## config.mk

```make
export PLATFORM = sky130hd
export DESIGN_NAME = servo_instruction_packet_builder_core
export DESIGN_NICKNAME = d
export VERILOG_FILES = /design/src/rtl/sipb_pkg.sv /design/src/rtl/sipb_front.sv /design/src/rtl/sipb_queue.sv /design/src/rtl/sipb_back.sv /design/src/rtl/servo_instruction_packet_builder_core.sv
export SDC_FILE = /design/constraint.sdc
export NUM_CORES = 1
export LEC_CHECK = 0
export BUFFER_PORTS_ARGS = -buffer_cell sky130_fd_sc_hd__buf_4
export CAP_MARGIN = 30
export CORE_MARGIN = 2
export CORE_UTILIZATION = 45
export DETAILED_ROUTE_END_ITERATION = 16
export GPL_ROUTABILITY_DRIVEN = 0
export PLACE_DENSITY_LB_ADDON = 0.12
export SKIP_LAST_GASP = 1
export SLEW_MARGIN = 10
export SYNTH_ARGS = -nofsm -noshare
export SYNTH_HDL_FRONTEND = slang
export SYNTH_SLANG_ARGS = --single-unit
```

## constraint.sdc

```tcl
create_clock -name clock -period 5.7 [get_ports clock]
set_input_delay 1.14 -clock clock [delete_from_list [all_inputs] [get_ports clock]]
set_output_delay 1.14 -clock clock [all_outputs]
set_load 0.005 [all_outputs]
```

## src/rtl/sipb_pkg.sv

```systemverilog
// Shared types and constants of the servo instruction packet builder.
// No dependencies.
`default_nettype none

package sipb_pkg;

   typedef enum logic [1:0] {
      CMD_PING  = 2'd0,
      CMD_READ  = 2'd1,
      CMD_WRITE = 2'd2,
      CMD_RESET = 2'd3
   } command_type;

   localparam logic [7:0] HDR_BYTE  = 8'hFF;
   localparam logic [7:0] INS_PING  = 8'h01;
   localparam logic [7:0] INS_READ  = 8'h02;
   localparam logic [7:0] INS_WRITE = 8'h03;
   localparam logic [7:0] INS_RESET = 8'h06;

   localparam logic [7:0] LEN_NO_PARAM  = 8'h02;
   localparam logic [7:0] LEN_ONE_PARAM = 8'h04;
   localparam logic [7:0] LEN_TWO_PARAM = 8'h05;

   // byte positions within a packet
   localparam int unsigned POS_W = 4;
   localparam logic [POS_W-1:0] POS_HDR0 = 4'd0;
   localparam logic [POS_W-1:0] POS_HDR1 = 4'd1;
   localparam logic [POS_W-1:0] POS_ID   = 4'd2;
   localparam logic [POS_W-1:0] POS_LEN  = 4'd3;
   localparam logic [POS_W-1:0] POS_INS  = 4'd4;
   localparam logic [POS_W-1:0] POS_ADDR = 4'd5;
   localparam logic [POS_W-1:0] POS_P0   = 4'd6;
   localparam logic [POS_W-1:0] POS_P1   = 4'd7;
   localparam logic [POS_W-1:0] LAST_NO_PARAM  = 4'd5;
   localparam logic [POS_W-1:0] LAST_ONE_PARAM = 4'd7;
   localparam logic [POS_W-1:0] LAST_TWO_PARAM = 4'd8;

   // one classified packet, ready for serialising
   typedef struct packed {
      logic [7:0]       servo_id;
      logic [7:0]       len;
      logic [7:0]       ins;
      logic [7:0]       addr;
      logic [7:0]       param0;
      logic [7:0]       param1;
      logic [7:0]       checksum;
      logic [POS_W-1:0] last_pos;
   } packet_type;

endpackage

`default_nettype wire

```

## src/rtl/sipb_front.sv

```systemverilog
// Front end: takes a request word and classifies it into a packet descriptor.
// Depends on sipb_pkg.
`default_nettype none

module sipb_front (
   input  wire logic              req_valid,
   output logic                   req_ready,
   input  wire logic [1:0]        req_command,
   input  wire logic [7:0]        req_servo_id,
   input  wire logic [7:0]        req_reg_address,
   input  wire logic [15:0]       req_value,
   input  wire logic [7:0]        req_byte_count,
   output logic                   push_valid,
   input  wire logic              push_ready,
   output sipb_pkg::packet_type   push_packet
);
   import sipb_pkg::*;

   packet_type pkt;
   logic [7:0] addr_term;
   logic [7:0] p0_term;
   logic [7:0] p1_term;

   always_comb begin
      pkt          = '0;
      pkt.servo_id = req_servo_id;
      pkt.addr     = req_reg_address;
      pkt.param0   = req_value[7:0];
      pkt.param1   = req_value[15:8];
      addr_term    = 8'h00;
      p0_term      = 8'h00;
      p1_term      = 8'h00;
      case (command_type'(req_command))
         CMD_PING: begin
            pkt.ins      = INS_PING;
            pkt.len      = LEN_NO_PARAM;
            pkt.last_pos = LAST_NO_PARAM;
         end
         CMD_READ: begin
            pkt.ins      = INS_READ;
            pkt.len      = LEN_ONE_PARAM;
            pkt.param0   = req_byte_count;
            pkt.last_pos = LAST_ONE_PARAM;
            addr_term    = req_reg_address;
            p0_term      = req_byte_count;
         end
         CMD_WRITE: begin
            pkt.ins   = INS_WRITE;
            addr_term = req_reg_address;
            p0_term   = req_value[7:0];
            // any count but two falls back to a single-byte write
            if (req_byte_count == 8'd2) begin
               pkt.len      = LEN_TWO_PARAM;
               pkt.last_pos = LAST_TWO_PARAM;
               p1_term      = req_value[15:8];
            end else begin
               pkt.len      = LEN_ONE_PARAM;
               pkt.last_pos = LAST_ONE_PARAM;
            end
         end
         default: begin
            pkt.ins      = INS_RESET;
            pkt.len      = LEN_NO_PARAM;
            pkt.last_pos = LAST_NO_PARAM;
         end
      endcase
      pkt.checksum = HDR_BYTE - (req_servo_id + pkt.len + pkt.ins + addr_term
                                 + p0_term + p1_term);
   end

   assign push_packet = pkt;
   assign push_valid  = req_valid;
   assign req_ready   = push_ready;

endmodule

`default_nettype wire

```

## src/rtl/sipb_queue.sv

```systemverilog
// Small descriptor queue between the front end and the serialiser.
// Depends on sipb_pkg.
`default_nettype none

module sipb_queue #(
   parameter int unsigned DEPTH = 2
) (
   input  wire logic                 clock,
   input  wire logic                 reset,
   input  wire logic                 push_valid,
   output logic                      push_ready,
   input  wire sipb_pkg::packet_type push_packet,
   output logic                      pop_valid,
   input  wire logic                 pop_ready,
   output sipb_pkg::packet_type      pop_packet
);
   import sipb_pkg::*;

   localparam int unsigned PTR_W = (DEPTH > 1) ? $clog2(DEPTH) : 1;
   localparam int unsigned CNT_W = $clog2(DEPTH + 1);
   localparam logic [PTR_W-1:0] PTR_LAST = PTR_W'(DEPTH - 1);
   localparam logic [CNT_W-1:0] CNT_FULL = CNT_W'(DEPTH);

   packet_type       mem_ff [DEPTH];
   logic [PTR_W-1:0] wr_ptr_ff, wr_ptr_in;
   logic [PTR_W-1:0] rd_ptr_ff, rd_ptr_in;
   logic [CNT_W-1:0] count_ff, count_in;
   logic             do_push, do_pop;

   assign push_ready = (count_ff != CNT_FULL);
   assign pop_valid  = (count_ff != '0);
   assign pop_packet = mem_ff[rd_ptr_ff];
   assign do_push    = push_valid && push_ready;
   assign do_pop     = pop_valid && pop_ready;

   always_comb begin
      wr_ptr_in = wr_ptr_ff;
      rd_ptr_in = rd_ptr_ff;
      count_in  = count_ff;
      if (do_push) begin
         wr_ptr_in = (wr_ptr_ff == PTR_LAST) ? '0 : wr_ptr_ff + 1'b1;
      end
      if (do_pop) begin
         rd_ptr_in = (rd_ptr_ff == PTR_LAST) ? '0 : rd_ptr_ff + 1'b1;
      end
      if (do_push && !do_pop) begin
         count_in = count_ff + 1'b1;
      end else if (do_pop && !do_push) begin
         count_in = count_ff - 1'b1;
      end
   end

   always_ff @(posedge clock) begin
      if (reset) begin
         wr_ptr_ff <= '0;
         rd_ptr_ff <= '0;
         count_ff  <= '0;
      end else begin
         wr_ptr_ff <= wr_ptr_in;
         rd_ptr_ff <= rd_ptr_in;
         count_ff  <= count_in;
      end
   end

   always_ff @(posedge clock) begin
      if (do_push) begin
         mem_ff[wr_ptr_ff] <= push_packet;
      end
   end

endmodule

`default_nettype wire

```

## src/rtl/sipb_back.sv

```systemverilog
// Back end: serialises one packet descriptor into bytes through an output register.
// Depends on sipb_pkg.
`default_nettype none

module sipb_back (
   input  wire logic                 clock,
   input  wire logic                 reset,
   input  wire logic                 pop_valid,
   output logic                      pop_ready,
   input  wire sipb_pkg::packet_type pop_packet,
   output logic                      rsp_valid,
   input  wire logic                 rsp_ready,
   output logic [7:0]                rsp_tx_byte,
   output logic                      rsp_last_byte
);
   import sipb_pkg::*;

   logic [POS_W-1:0] pos_ff, pos_in;
   logic             rsp_valid_ff, rsp_valid_in;
   logic [7:0]       rsp_byte_ff, rsp_byte_in;
   logic             rsp_last_ff, rsp_last_in;
   logic             load;
   logic             at_end;
   logic [7:0]       body_byte;

   assign load   = pop_valid && (!rsp_valid_ff || rsp_ready);
   assign at_end = (pos_ff == pop_packet.last_pos);
   assign pop_ready = load && at_end;

   always_comb begin
      case (pos_ff)
         POS_HDR0: body_byte = HDR_BYTE;
         POS_HDR1: body_byte = HDR_BYTE;
         POS_ID:   body_byte = pop_packet.servo_id;
         POS_LEN:  body_byte = pop_packet.len;
         POS_INS:  body_byte = pop_packet.ins;
         POS_ADDR: body_byte = pop_packet.addr;
         POS_P0:   body_byte = pop_packet.param0;
         POS_P1:   body_byte = pop_packet.param1;
         default:  body_byte = HDR_BYTE;
      endcase
   end

   always_comb begin
      pos_in       = pos_ff;
      rsp_valid_in = rsp_valid_ff && !rsp_ready;
      rsp_byte_in  = rsp_byte_ff;
      rsp_last_in  = rsp_last_ff;
      if (load) begin
         rsp_valid_in = 1'b1;
         rsp_byte_in  = at_end ? pop_packet.checksum : body_byte;
         rsp_last_in  = at_end;
         pos_in       = at_end ? '0 : pos_ff + 1'b1;
      end
   end

   always_ff @(posedge clock) begin
      if (reset) begin
         pos_ff       <= '0;
         rsp_valid_ff <= 1'b0;
      end else begin
         pos_ff       <= pos_in;
         rsp_valid_ff <= rsp_valid_in;
      end
   end

   always_ff @(posedge clock) begin
      rsp_byte_ff <= rsp_byte_in;
      rsp_last_ff <= rsp_last_in;
   end

   assign rsp_valid     = rsp_valid_ff;
   assign rsp_tx_byte   = rsp_byte_ff;
   assign rsp_last_byte = rsp_last_ff;

endmodule

`default_nettype wire

```

## src/rtl/servo_instruction_packet_builder_core.sv

```systemverilog
// Top level of the servo instruction packet builder: front end, queue, serialiser.
// Depends on sipb_pkg, sipb_front, sipb_queue and sipb_back.
//
//   channel | direction | word
//   --------+-----------+--------------------------------------------------
//   req     | in        | command, servo id, address, value, byte count
//   rsp     | out       | one packet byte, flagged on the closing checksum
//
// Each request becomes a packet of 6 (ping, reset), 8 (read, one-byte write) or 9
// (two-byte write) bytes, sent one byte per cycle while rsp is not stalled.
// The packet being sent keeps its queue slot until its checksum is loaded, so
// up to QUEUE_DEPTH - 1 further requests wait behind it. A stall on rsp holds
// the output register and backs up into the queue.
// Reset empties the queue and the output register.
`default_nettype none

module servo_instruction_packet_builder_core #(
   parameter int unsigned QUEUE_DEPTH = 2
) (
   input  wire logic        clock,
   input  wire logic        reset,
   input  wire logic        req_valid,
   output logic             req_ready,
   input  wire logic [1:0]  req_command,
   input  wire logic [7:0]  req_servo_id,
   input  wire logic [7:0]  req_reg_address,
   input  wire logic [15:0] req_value,
   input  wire logic [7:0]  req_byte_count,
   output logic             rsp_valid,
   input  wire logic        rsp_ready,
   output logic [7:0]       rsp_tx_byte,
   output logic             rsp_last_byte
);
   import sipb_pkg::*;

   logic       push_valid, push_ready;
   packet_type push_packet;
   logic       pop_valid, pop_ready;
   packet_type pop_packet;

   sipb_front u_front (
      .req_valid       (req_valid),
      .req_ready       (req_ready),
      .req_command     (req_command),
      .req_servo_id    (req_servo_id),
      .req_reg_address (req_reg_address),
      .req_value       (req_value),
      .req_byte_count  (req_byte_count),
      .push_valid      (push_valid),
      .push_ready      (push_ready),
      .push_packet     (push_packet)
   );

   sipb_queue #(
      .DEPTH (QUEUE_DEPTH)
   ) u_queue (
      .clock       (clock),
      .reset       (reset),
      .push_valid  (push_valid),
      .push_ready  (push_ready),
      .push_packet (push_packet),
      .pop_valid   (pop_valid),
      .pop_ready   (pop_ready),
      .pop_packet  (pop_packet)
   );

   sipb_back u_back (
      .clock         (clock),
      .reset         (reset),
      .pop_valid     (pop_valid),
      .pop_ready     (pop_ready),
      .pop_packet    (pop_packet),
      .rsp_valid     (rsp_valid),
      .rsp_ready     (rsp_ready),
      .rsp_tx_byte   (rsp_tx_byte),
      .rsp_last_byte (rsp_last_byte)
   );

endmodule

`default_nettype wire

```

==> metrics.md, run 1 <==
| Metric | Value |
|---|---|
| Outcome | finished clean |
| Internal power | 0.00221 W |
| Area contributors post-synth | edfxtp_1 (55%), mux2i_1 (8.6%), fa_1 (5.5%), ha_1 (5.2%), dfxtp_1 (3.4%) |
| Cell variety after synth | 38 |
| Syn_nets | 516 |
| TritonCTS clock tree | yes |
| Initial antenna violation count | 0 |
| # port buffers | 56 |
| Via count | 3508 |
| Cts bufs inserted | 17 |
| Critical path class | input port to register |
| Placed cells | 649 |
| Seq/Total Area, Yosys | 58.6% |
| Filler cells | 1111 |
| Peak VDD IR | 185 uV |
| Core area | 12600 um2 |
| CP Capture Type | register |
| Startpoint class of the critical path | input port |
| Hold wc startpoint | u_back.rsp_valid$_SDFF_PP0_ |
| Post-CTS sizing | 0 |
| P_sw | 0.000859 W |
| # DRC | 0 |
| Cell Rows | 41 |
| Drt wl/cell | 17.5 um |
| DR pass1 iterations | 5 |
| Synth-to-Final Area Change | 20.3% |
| Largest net degree at the start of global routing | 50 |
| DRT iter0 DRCs | 293 |
| Die W | 118 um |
| Share of post-route cells with drive strength above 1 | 19.6% |
| Worst path slowest cell | fa_1 |
| Leading cell type by number of instances after synthesis | edfxtp_1 |
| Crit-path leading delay family | adder cells |
| Endpoints failing hold | 0 |
| P per Cell Area | 439 nW/um2 |
| Final setup viols | 0 |
| Clock tree buffer depth | 2 |
| FFs w/ async S/R, synth | 0% |
| Top cell by count, worst path | fa_1 |
| Setup TNS | 0 ps |
| Cells after synthesis | 430 |
| Die area | 13900 um2 |
| Top cells by count, synth | edfxtp_1 (107), mux2i_1 (50), inv_1 (39) |
| Drt via density | 5.15 |
| Root Driver | clkbuf_16 |
| Post-synth EDFFs | 107 |
| Actual slew at the worst max-slew pin | 938 ps |
| Final period utilization | 83.5% |
| Clock share of power | 35.1% |
| WL final | 11900 um |
| # nets final | 582 |
| Overflow after GRT | 0 |
| CTS HTree Levels | 4 |
| Final Total Pwr | 0.00307 W |
| Post-synth top area share | 55.2% |
| Unrepaired setup endpoints after global routing | no |
| DIE HEIGHT | 118 um |
| Worst-path fanout max | 11 |
| CP arrival | 4920 ps |
| Crit path time final | 4760 ps |
| Remaining antenna violation count after routing | 0 |
| Primary FF master, synth | edfxtp_1 |
| Flop pwr share | 41.5% |
| I/O Pins | 57 |
| Max-Cap Viols | 0 |
| Final Max Tran Viols | 0 |
| Leak | 2.58 nW |
| Synthesized flop and latch total | 117 |
| Clock latency on the worst-skew pair | 410 ps |
| Logic gate share of total power | 23.4% |
| Post-DP HPWL | 8110 um |
| CTS clk-pin slew, worst paths | 50 ps |
| Global-route wire length before repair | 19300 um |
| GRT Total Usage | 18.3% |
| Slowest stage delay, CP | 550 ps |
| Post-CTS Hold Fix Bufs | 0 |
| Max Clk Rate | 210 MHz |
| Setup crit start | req_command[0] |
| Non-Filler Instances | 681 |
| Cell taking the most area after synthesis | edfxtp_1 |
| Vias in the first global route | 3603 |
| Hold crit path type | register to register |
| Avg Cell Area, Syn | 13.5 um2 |
| Buf/Inv on CP | 4 |
| Initial core utilization | 46.2% |
| Sink Count | 117 |
| Required @ worst endpoint | 5860 ps |
| Diodes inserted | 0 |
| Crit-path cells | buf_4 -> inv_1 -> ha_1 -> and3_1 -> buf_4 -> nor2b_1 -> ha_1 -> fa_1 -> fa_1 -> inv_1 -> fa_1 -> a21o_1 -> a21oi_1 -> o21bai_1 -> a21oi_1 -> xnor2_1 |
| Max-slew headroom | 37.2% |
| Synth warn | 0 |
| Synthesized cell area | 5830 um2 |
| Setup bufs post-CTS | 0 |
| Net Sw Frac | 28.0% |
| Clock Skew | 4.69 ps |
==> per-layer routing <==
metal	vias up	share of wire [%]	wire length, um	global-route usage (%)
met5	-	0	0	0
met4	0	1.4	167	7.00
met3	12	4.5	543	3.83
met2	86	46	5490	28.6
met1	1714	48	5740	25.3
li1	1696	-	-	-
==> placed cells by master (no fill, tap or decap), drive strengths merged, types with 14 or more instances in the layout <==
cell type and count:
xnor2 14, mux2i 50, ha 24, buf 62
a21oi 21, nor2 16, o22ai 19, fa 16
inv 39, edfxtp 107, nand2 32, clkbuf 20
==> registers in the layout, summed over array words and instances, names as in the netlist, named ones only <==
register,count
u_back.pos_ff,4
u_back.rsp_last_byte,1
u_back.rsp_tx_byte,8
u_back.rsp_valid,1
u_queue.count_ff,2
u_queue.mem_ff,98
u_queue.rd_ptr_ff,1
u_queue.wr_ptr_ff,1
==> cell families after synthesis <==
| logic type | count (synthesis) | share of synthesized area [%] |
|---|---|---|
| buf+inv | 54 | 4.47 |
| simple gates | 79 | 6.66 |
| compound gates | 61 | 6.34 |
| fa+ha+maj | 41 | 10.8 |
| xor+xnor | 21 | 3.16 |
| flops | 117 | 58.6 |
| mux | 57 | 9.94 |
==> power by group through the flow <==
stage / Combinational [W] / Sequential [W] / Clock (W)
floorplan: 0.000510 / 0.00127 / 0
global placement: 0.000712 / 0.00129 / 0
detailed placement: 0.000727 / 0.00129 / 0
CTS: 0.000731 / 0.00128 / 0.00110
global route: 0.000809 / 0.00130 / 0.00113
finish: 0.000719 / 0.00128 / 0.00108
==> worst min-delay path: stages, from the launching register on <==
cell and delay, ps:
dfxtp_1 310, nand2b_1 80, a21oi_1 60
==> final timing paths <==
| kind | cells after the start | slack [ps] | endpoint |
|---|---|---|---|
| hold / removal | 2 | 500 | u_back.rsp_valid$_SDFF_PP0_ |
| setup / recovery | 16 | 940 | u_queue.mem_ff[0][10]$_DFFE_PP_ |
| hold reg to reg | 2 | 500 | u_back.rsp_valid$_SDFF_PP0_ |
| setup reg to reg | 7 | 2460 | u_queue.count_ff[1]$_SDFFE_PP0P_ |
==> cell type report <==
cell class / instances / area, um2 / area share, %
Timing Repair Buffer: 62 / 465 / 6.64
Clock inverter: 12 / 160 / 2.29
Tap cell: 172 / 215 / 3.07
Inverter: 39 / 146 / 2.09
Clock buffer: 20 / 437 / 6.23
Sequential cell: 117 / 3410 / 48.7
Multi-Input combinational cell: 259 / 2170 / 30.9
==> metrics by stage <==
stage | utilization (%) | hold WS (ps) | cell area [um2] | setup slack (ps)
floorplan | - | 472 | 5830 | 574
global placement | 50.8 | 482 | 6410 | 617
detailed placement | 50.8 | 492 | 6410 | 507
CTS | 55.5 | 499 | 7010 | 943
global route | 55.5 | 536 | 7010 | 617
finish | 55.5 | 496 | 7010 | 940
No activity file was read; power rests on OpenSTA's default activity.
==> run 2, diff against run 1 <==
==> constraint.sdc (replaced) <==
create_clock -name clock -period 4.2 [get_ports clock]
set_input_delay 0.84 -clock clock [delete_from_list [all_inputs] [get_ports clock]]
set_output_delay 0.84 -clock clock [all_outputs]
set_load 0.005 [all_outputs]
==> metrics.md, run 2 (synthesis results as in run 1) <==
| Metric | Value |
|---|---|
| Diodes inserted | 0 (unchanged) |
| Buf/Inv on CP | 3 (-1) |
| Final worst setup slack | 200 ps (-741 ps) |
| Post-layout util | 57.8% (+2.3 points) |
| Post-CTS Hold Fix Bufs | 0 (unchanged) |
| P_sw | 0.00118 W (+38%) |
| Cts bufs inserted | 17 (unchanged) |
| Core area | 12600 um2 (unchanged) |
| Pre-CTS WS | -238 ps (-745 ps) |
| Hold crit path type | register to register |
| Unrepaired setup endpoints after global routing | no |
| Final Max Tran Viols | 0 (unchanged) |
| TritonCTS clock tree | yes |
| Endpoints failing hold | 0 (unchanged) |
| I/O Pins | 57 (unchanged) |
| CTS HTree Levels | 4 (unchanged) |
| Clock share of power | 31.1% (-4.0 points) |
| Root Driver | clkbuf_16 |
| Worst-path fanout max | 4 (-7) |
| Global-route wire length before repair | 19900 um (+3.2%) |
| Post-CTS sizing | 0 (unchanged) |
| Overflow after GRT | 0 (unchanged) |
| Crit-path leading delay family | adder cells |
| WL final | 12200 um (+2.5%) |
| Initial core utilization | 46.2% (unchanged) |
| GRT Total Usage | 19.2% (+0.82 points) |
| # DRC | 0 (unchanged) |
| Commonest cells after routing, fill and taps aside | edfxtp_1 (107), buf_4 (97), mux2i_1 (50) |
| Actual slew at the worst max-slew pin | 640 ps (-298 ps) |
| Non-Filler Instances | 717 (+5.3%) |
| # nets final | 618 (+6.2%) |
| Placed cells | 684 (+5.4%) |
| Cell Rows | 41 (unchanged) |
| Max-slew headroom | 56.9% (+20 points) |
| Top cell by count, worst path | fa_1 |
| Startpoint class of the critical path | input port |
| Critical path class | input port to register |
| Setup bufs post-CTS | 0 (unchanged) |
| Max FFs per register | 98 (unchanged) |
| Die area | 13900 um2 (unchanged) |
| DP Area | 6750 um2 (+5.4%) |
| DRT iter0 DRCs | 240 (-18%) |
| Drt wl/cell | 17.1 um (-2.7%) |
| Initial antenna violation count | 0 (unchanged) |
| Most common cell after layout, fill and taps aside | edfxtp_1 |
| CTS clk-pin slew, worst paths | 50 ps (about the same) |
| Logic gate share of total power | 27.0% (+3.6 points) |
| Share of post-route cells with drive strength above 1 | 27.0% (+7.3 points) |
| Clock tree buffer depth | 2 (unchanged) |
| DR pass1 iterations | 4 (-1) |
| Remaining antenna violation count after routing | 0 (unchanged) |
| Leak | 2.74 nW (+6.1%) |
| Clock Skew | 14.5 ps (+9.81 ps) |
| Synth-to-Final Area Change | 25.3% |
| Net Sw Frac | 28.9% (+0.95 points) |
| Worst path slowest cell | fa_1 |
| Largest net degree at the start of global routing | 38 (-24%) |
| Crit-path cells | buf_4 -> nor4_4 -> and3_1 -> nand2_2 -> fa_1 -> inv_1 -> fa_1 -> inv_1 -> fa_1 -> ha_4 -> a21o_1 -> a31oi_1 -> o21ai_1 -> a31oi_1 -> xnor2_1 |
| Required @ worst endpoint | 4350 ps (-1510 ps) |
| Final setup viols | 0 (unchanged) |
| Vias in the first global route | 3761 (+4.4%) |
| CP arrival | 4150 ps (-770 ps) |
| P per Cell Area | 561 nW/um2 (+28%) |
| Final non-filler cell area | 7300 um2 (+4.2%) |
| Largest reg by FF count | u_queue.mem_ff |
| Crit path time final | 4000 ps |
| Flop pwr share | 41.9% (+0.4 points) |
| Drt via density | 5.06 (-1.9%) |
| Peak VDD IR | 295 uV (+59%) |
| Outcome | finished clean |
| CP Capture Type | register |
| Sink Count | 117 (unchanged) |
| Via count | 3625 (+3.3%) |
| Slowest stage delay, CP | 500 ps (-50 ps) |
| Max Clk Rate | 250 MHz |
| DIE HEIGHT | 118 um (unchanged) |
| Final period utilization | 95.2% |
| Internal power | 0.00291 W (+31%) |
| Post-DP HPWL | 8780 um (+8.3%) |
| Clock latency on the worst-skew pair | 420 ps (about the same) |
| Max-Cap Viols | 0 (unchanged) |
| # port buffers | 56 (unchanged) |
| Die W | 118 um (unchanged) |
==> run 2: changes by cell type in the layout (fill, tap and decap cells not counted), moves of 2 or more <==
cell       before  now
clkinv_2        2    4
bufinv_16       4    1
buf_4          62   97
inv_2           0    2
ha_1           24   21
inv_1          39   36
ha_4            0    3
==> run 2: layer usage <==
metal | part of all wire [%] | track usage, % | wire, um | vias up
met1 | 47 | 26.1 | 5720 | 1739
met5 | 0 | 0 | 0 | -
met4 | 1.7 | 9.56 | 208 | 0
met3 | 5.0 | 4.80 | 609 | 12
met2 | 47 | 28.6 | 5700 | 104
li1 | - | - | - | 1770
==> run 2: power groups by stage <==
stage | Clock [W] | Combinational, W | Sequential [W]
2_1_floorplan | 0 | 0.000720 | 0.00172
3_3_place_gp | 0 | 0.00108 | 0.00173
3_5_place_dp | 0 | 0.00111 | 0.00174
4_1_cts | 0.00130 | 0.00111 | 0.00172
5_1_grt | 0.00136 | 0.00124 | 0.00174
6_report | 0.00127 | 0.00110 | 0.00172
==> run 2: area by class of cell <==
class | instances | area [um2]
clock buffers | 20 | 437
multi-input cells | 259 | 2240
inverters | 39 | 159
fillers | 1086 | 5320
flip-flops and latches | 117 | 3410
well taps | 172 | 215
repair buffers | 98 | 748
clock inverters | 12 | 88.8
==> run 2: worst paths after layout <==
path	to	from	cells past startpoint	slack, ps
setup / recovery	u_queue.mem_ff[0][11]$_DFFE_PP_	req_byte_count[5]	15	200
hold / removal	u_back.rsp_valid$_SDFF_PP0_	u_back.rsp_valid$_SDFF_PP0_	2	500
setup reg to reg	u_queue.count_ff[1]$_SDFFE_PP0P_	register	9	1410
hold reg to reg	u_back.rsp_valid$_SDFF_PP0_	u_back.rsp_valid$_SDFF_PP0_	2	500
==> run 2: metrics by stage <==
| step | TNS, ps | hold slack, ps | total power (W) |
|---|---|---|---|
| finish | 0 | 496 | 0.00409 |
| global route | 0 | 545 | 0.00433 |
| CTS | 0 | 501 | 0.00413 |
| detailed placement | -1510 | 490 | 0.00285 |
| global placement | -1020 | 480 | 0.00281 |
| floorplan | -25.8 | 472 | 0.00244 |
==> run 2: tightest hold or removal path, delay by kind of cell (launching register included) <==
kind	cells	cell delay [ps]
AO/OA/AOI/OAI	1	60
flip-flops	1	310
AND/OR/NAND/NOR	1	80
==> run 3, diff against run 2 <==
--- a/config.mk
+++ b/config.mk
@@ -5,13 +5,12 @@
 export SDC_FILE = /design/constraint.sdc
 export NUM_CORES = 1
 export LEC_CHECK = 0
-export BUFFER_PORTS_ARGS = -buffer_cell sky130_fd_sc_hd__buf_4
 export CAP_MARGIN = 30
 export CORE_MARGIN = 2
 export CORE_UTILIZATION = 45
 export DETAILED_ROUTE_END_ITERATION = 16
+export DONT_BUFFER_PORTS = 1
 export GPL_ROUTABILITY_DRIVEN = 0
-export PLACE_DENSITY_LB_ADDON = 0.12
 export SKIP_LAST_GASP = 1
 export SLEW_MARGIN = 10
 export SYNTH_ARGS = -nofsm -noshare
==> metrics.md, run 3 (synthesis results as in run 1) <==
| Metric | Value |
|---|---|
| Die W | 118 um (unchanged) |
| Max-slew headroom | 51.6% (-5.3 points) |
| Largest reg by FF count | u_queue.mem_ff |
| Share of post-route cells with drive strength above 1 | 17.1% (-9.8 points) |
| Cell Rows | 41 (unchanged) |
| Final Max Tran Viols | 0 (unchanged) |
| Initial core utilization | 46.2% (unchanged) |
| GRT busiest layer | met2 |
| TritonCTS clock tree | yes |
| # nets final | 546 (-12%) |
| Overflow after GRT | 0 (unchanged) |
| Setup bufs post-CTS | 0 (unchanged) |
| # DRC | 0 (unchanged) |
| Crit path time final | 3880 ps (-116 ps) |
| Remaining antenna violation count after routing | 0 (unchanged) |
| Endpoints failing hold | 0 (unchanged) |
| Final worst setup slack | 316 ps (+116 ps) |
| Largest net degree at the start of global routing | 27 (-29%) |
| Hold crit path type | input port to register |
| Most common cell after layout, fill and taps aside | edfxtp_1 |
| WL final | 11900 um (-2.5%) |
| Worst-path fanout max | 4 (unchanged) |
| Clock tree buffer depth | 2 (unchanged) |
| Die area | 13900 um2 (unchanged) |
| CTS HTree Levels | 4 (unchanged) |
| Startpoint class of the critical path | input port |
| GRT met3 Usage | 5.38% (+0.58 points) |
| GRT Total Usage | 18.1% (-1.0 points) |
| Leak | 2.44 nW (-11%) |
| Actual slew at the worst max-slew pin | 723 ps (+82.7 ps) |
| Synth-to-Final Area Change | 18.3% |
| Max FFs per register | 98 (unchanged) |
| DIE HEIGHT | 118 um (unchanged) |
| Commonest cells after routing, fill and taps aside | edfxtp_1 (107), mux2i_1 (50), inv_1 (36) |
| Root Driver | clkbuf_16 |
| Pre-CTS WS | -144 ps (+94.1 ps) |
| Core area | 12600 um2 (unchanged) |
| CTS clk-pin slew, worst paths | 50 ps (about the same) |
| Outcome | finished clean |
| Final period utilization | 92.5% (-2.8 points) |
| Required @ worst endpoint | 4360 ps (about the same) |
| GR met2 Demand/Resource | 27.7% (-0.94 points) |
| P per Cell Area | 620 nW/um2 (+11%) |
| Max Clk Rate | 257 MHz (+3.0%) |
| Final setup viols | 0 (unchanged) |
| Critical path class | input port to register |
| M1 GR Usage | 24.5% (-1.7 points) |
| Cts bufs inserted | 17 (unchanged) |
| Post-CTS sizing | 0 (unchanged) |
| I/O Pins | 57 (unchanged) |
| Max-Cap Viols | 0 (unchanged) |
| # port buffers | 0 (-100%) |
| Drt via density | 5.23 (+3.5%) |
| Drt wl/cell | 18.5 um (+8.4%) |
| Peak VDD IR | 221 uV (-25%) |
| Via count | 3374 (-6.9%) |
| Diodes inserted | 0 (unchanged) |
| Post-DP HPWL | 8490 um (-3.3%) |
| Initial antenna violation count | 0 (unchanged) |
| Clock latency on the worst-skew pair | 420 ps (about the same) |
| CP Capture Type | register |
| Clock Skew | 5.78 ps (-8.72 ps) |
| DRT iter0 DRCs | 197 (-18%) |
| Unrepaired setup endpoints after global routing | no |
| Post-CTS Hold Fix Bufs | 0 (unchanged) |
| Setup TNS | 0 ps (unchanged) |
| Sink Count | 117 (unchanged) |
| Vias in the first global route | 3387 (-9.9%) |
| DR pass1 iterations | 4 (unchanged) |
| Global-route wire length before repair | 18600 um (-6.6%) |
| CP arrival | 4050 ps (-100 ps) |
[run 3: stage by stage]
| stage | hold slack (ps) | util, % | instance area (um2) | std cells | power (W) |
|---|---|---|---|---|---|
| after CTS | 474 | 54.6 | 6890 | 645 | 0.00431 |
| after floorplan | 472 | - | 5960 | 430 | 0.00244 |
| final | 487 | 54.6 | 6890 | 645 | 0.00427 |
| after global placement | 486 | 49.2 | 6210 | 612 | 0.00268 |
| after global routing | 472 | 54.6 | 6890 | 645 | 0.00449 |
| after detailed placement | 491 | 49.5 | 6240 | 613 | 0.00273 |
[run 3: area by class of cell]
type	instances	area [um2]
Fill cell	1071	5730
Sequential cell	117	3410
Multi-Input combinational cell	259	2240
Clock buffer	19	443
Timing Repair Buffer	26	215
Tap cell	172	215
Clock inverter	13	206
Inverter	39	159
[run 3: where the power goes]
group          switching [W]  internal [W]  total, W
clock               0.000507       0.00106   0.00157
combinational       0.000584      0.000406  0.000991
sequential         0.0000868       0.00163   0.00171
[run 3: per-layer routing]
layer | vias to the layer above | part of all wire, %
li1 | 1621 | -
met1 | 1644 | 47
met2 | 94 | 46
met3 | 15 | 5.6
met4 | 0 | 1.7
met5 | - | 0
[run 3: worst paths after layout]
path | from | end | slack (ps) | depth (start not counted)
worst min register to register | u_queue.rd_ptr_ff$_SDFFE_PP0P_ | u_queue.rd_ptr_ff$_SDFFE_PP0P_ | 500 | 2
worst min-delay path | reset | u_queue.rd_ptr_ff$_SDFFE_PP0P_ | 490 | 1
worst max register to register | register | u_queue.count_ff[1]$_SDFFE_PP0P_ | 1350 | 8
worst max-delay path | req_byte_count[5] | u_queue.mem_ff[0][11]$_DFFE_PP_ | 320 | 14
[run 3: worst max-delay path, stage by stage]
cell and delay, ps:
nor4_4 280, and3_1 280, nand2_2 80, fa_1 500
inv_1 50, fa_1 470, fa_1 500, inv_2 50
ha_1 170, a21o_1 150, a31oi_1 230, o21ai_1 150
a31oi_1 180, xnor2_1 110
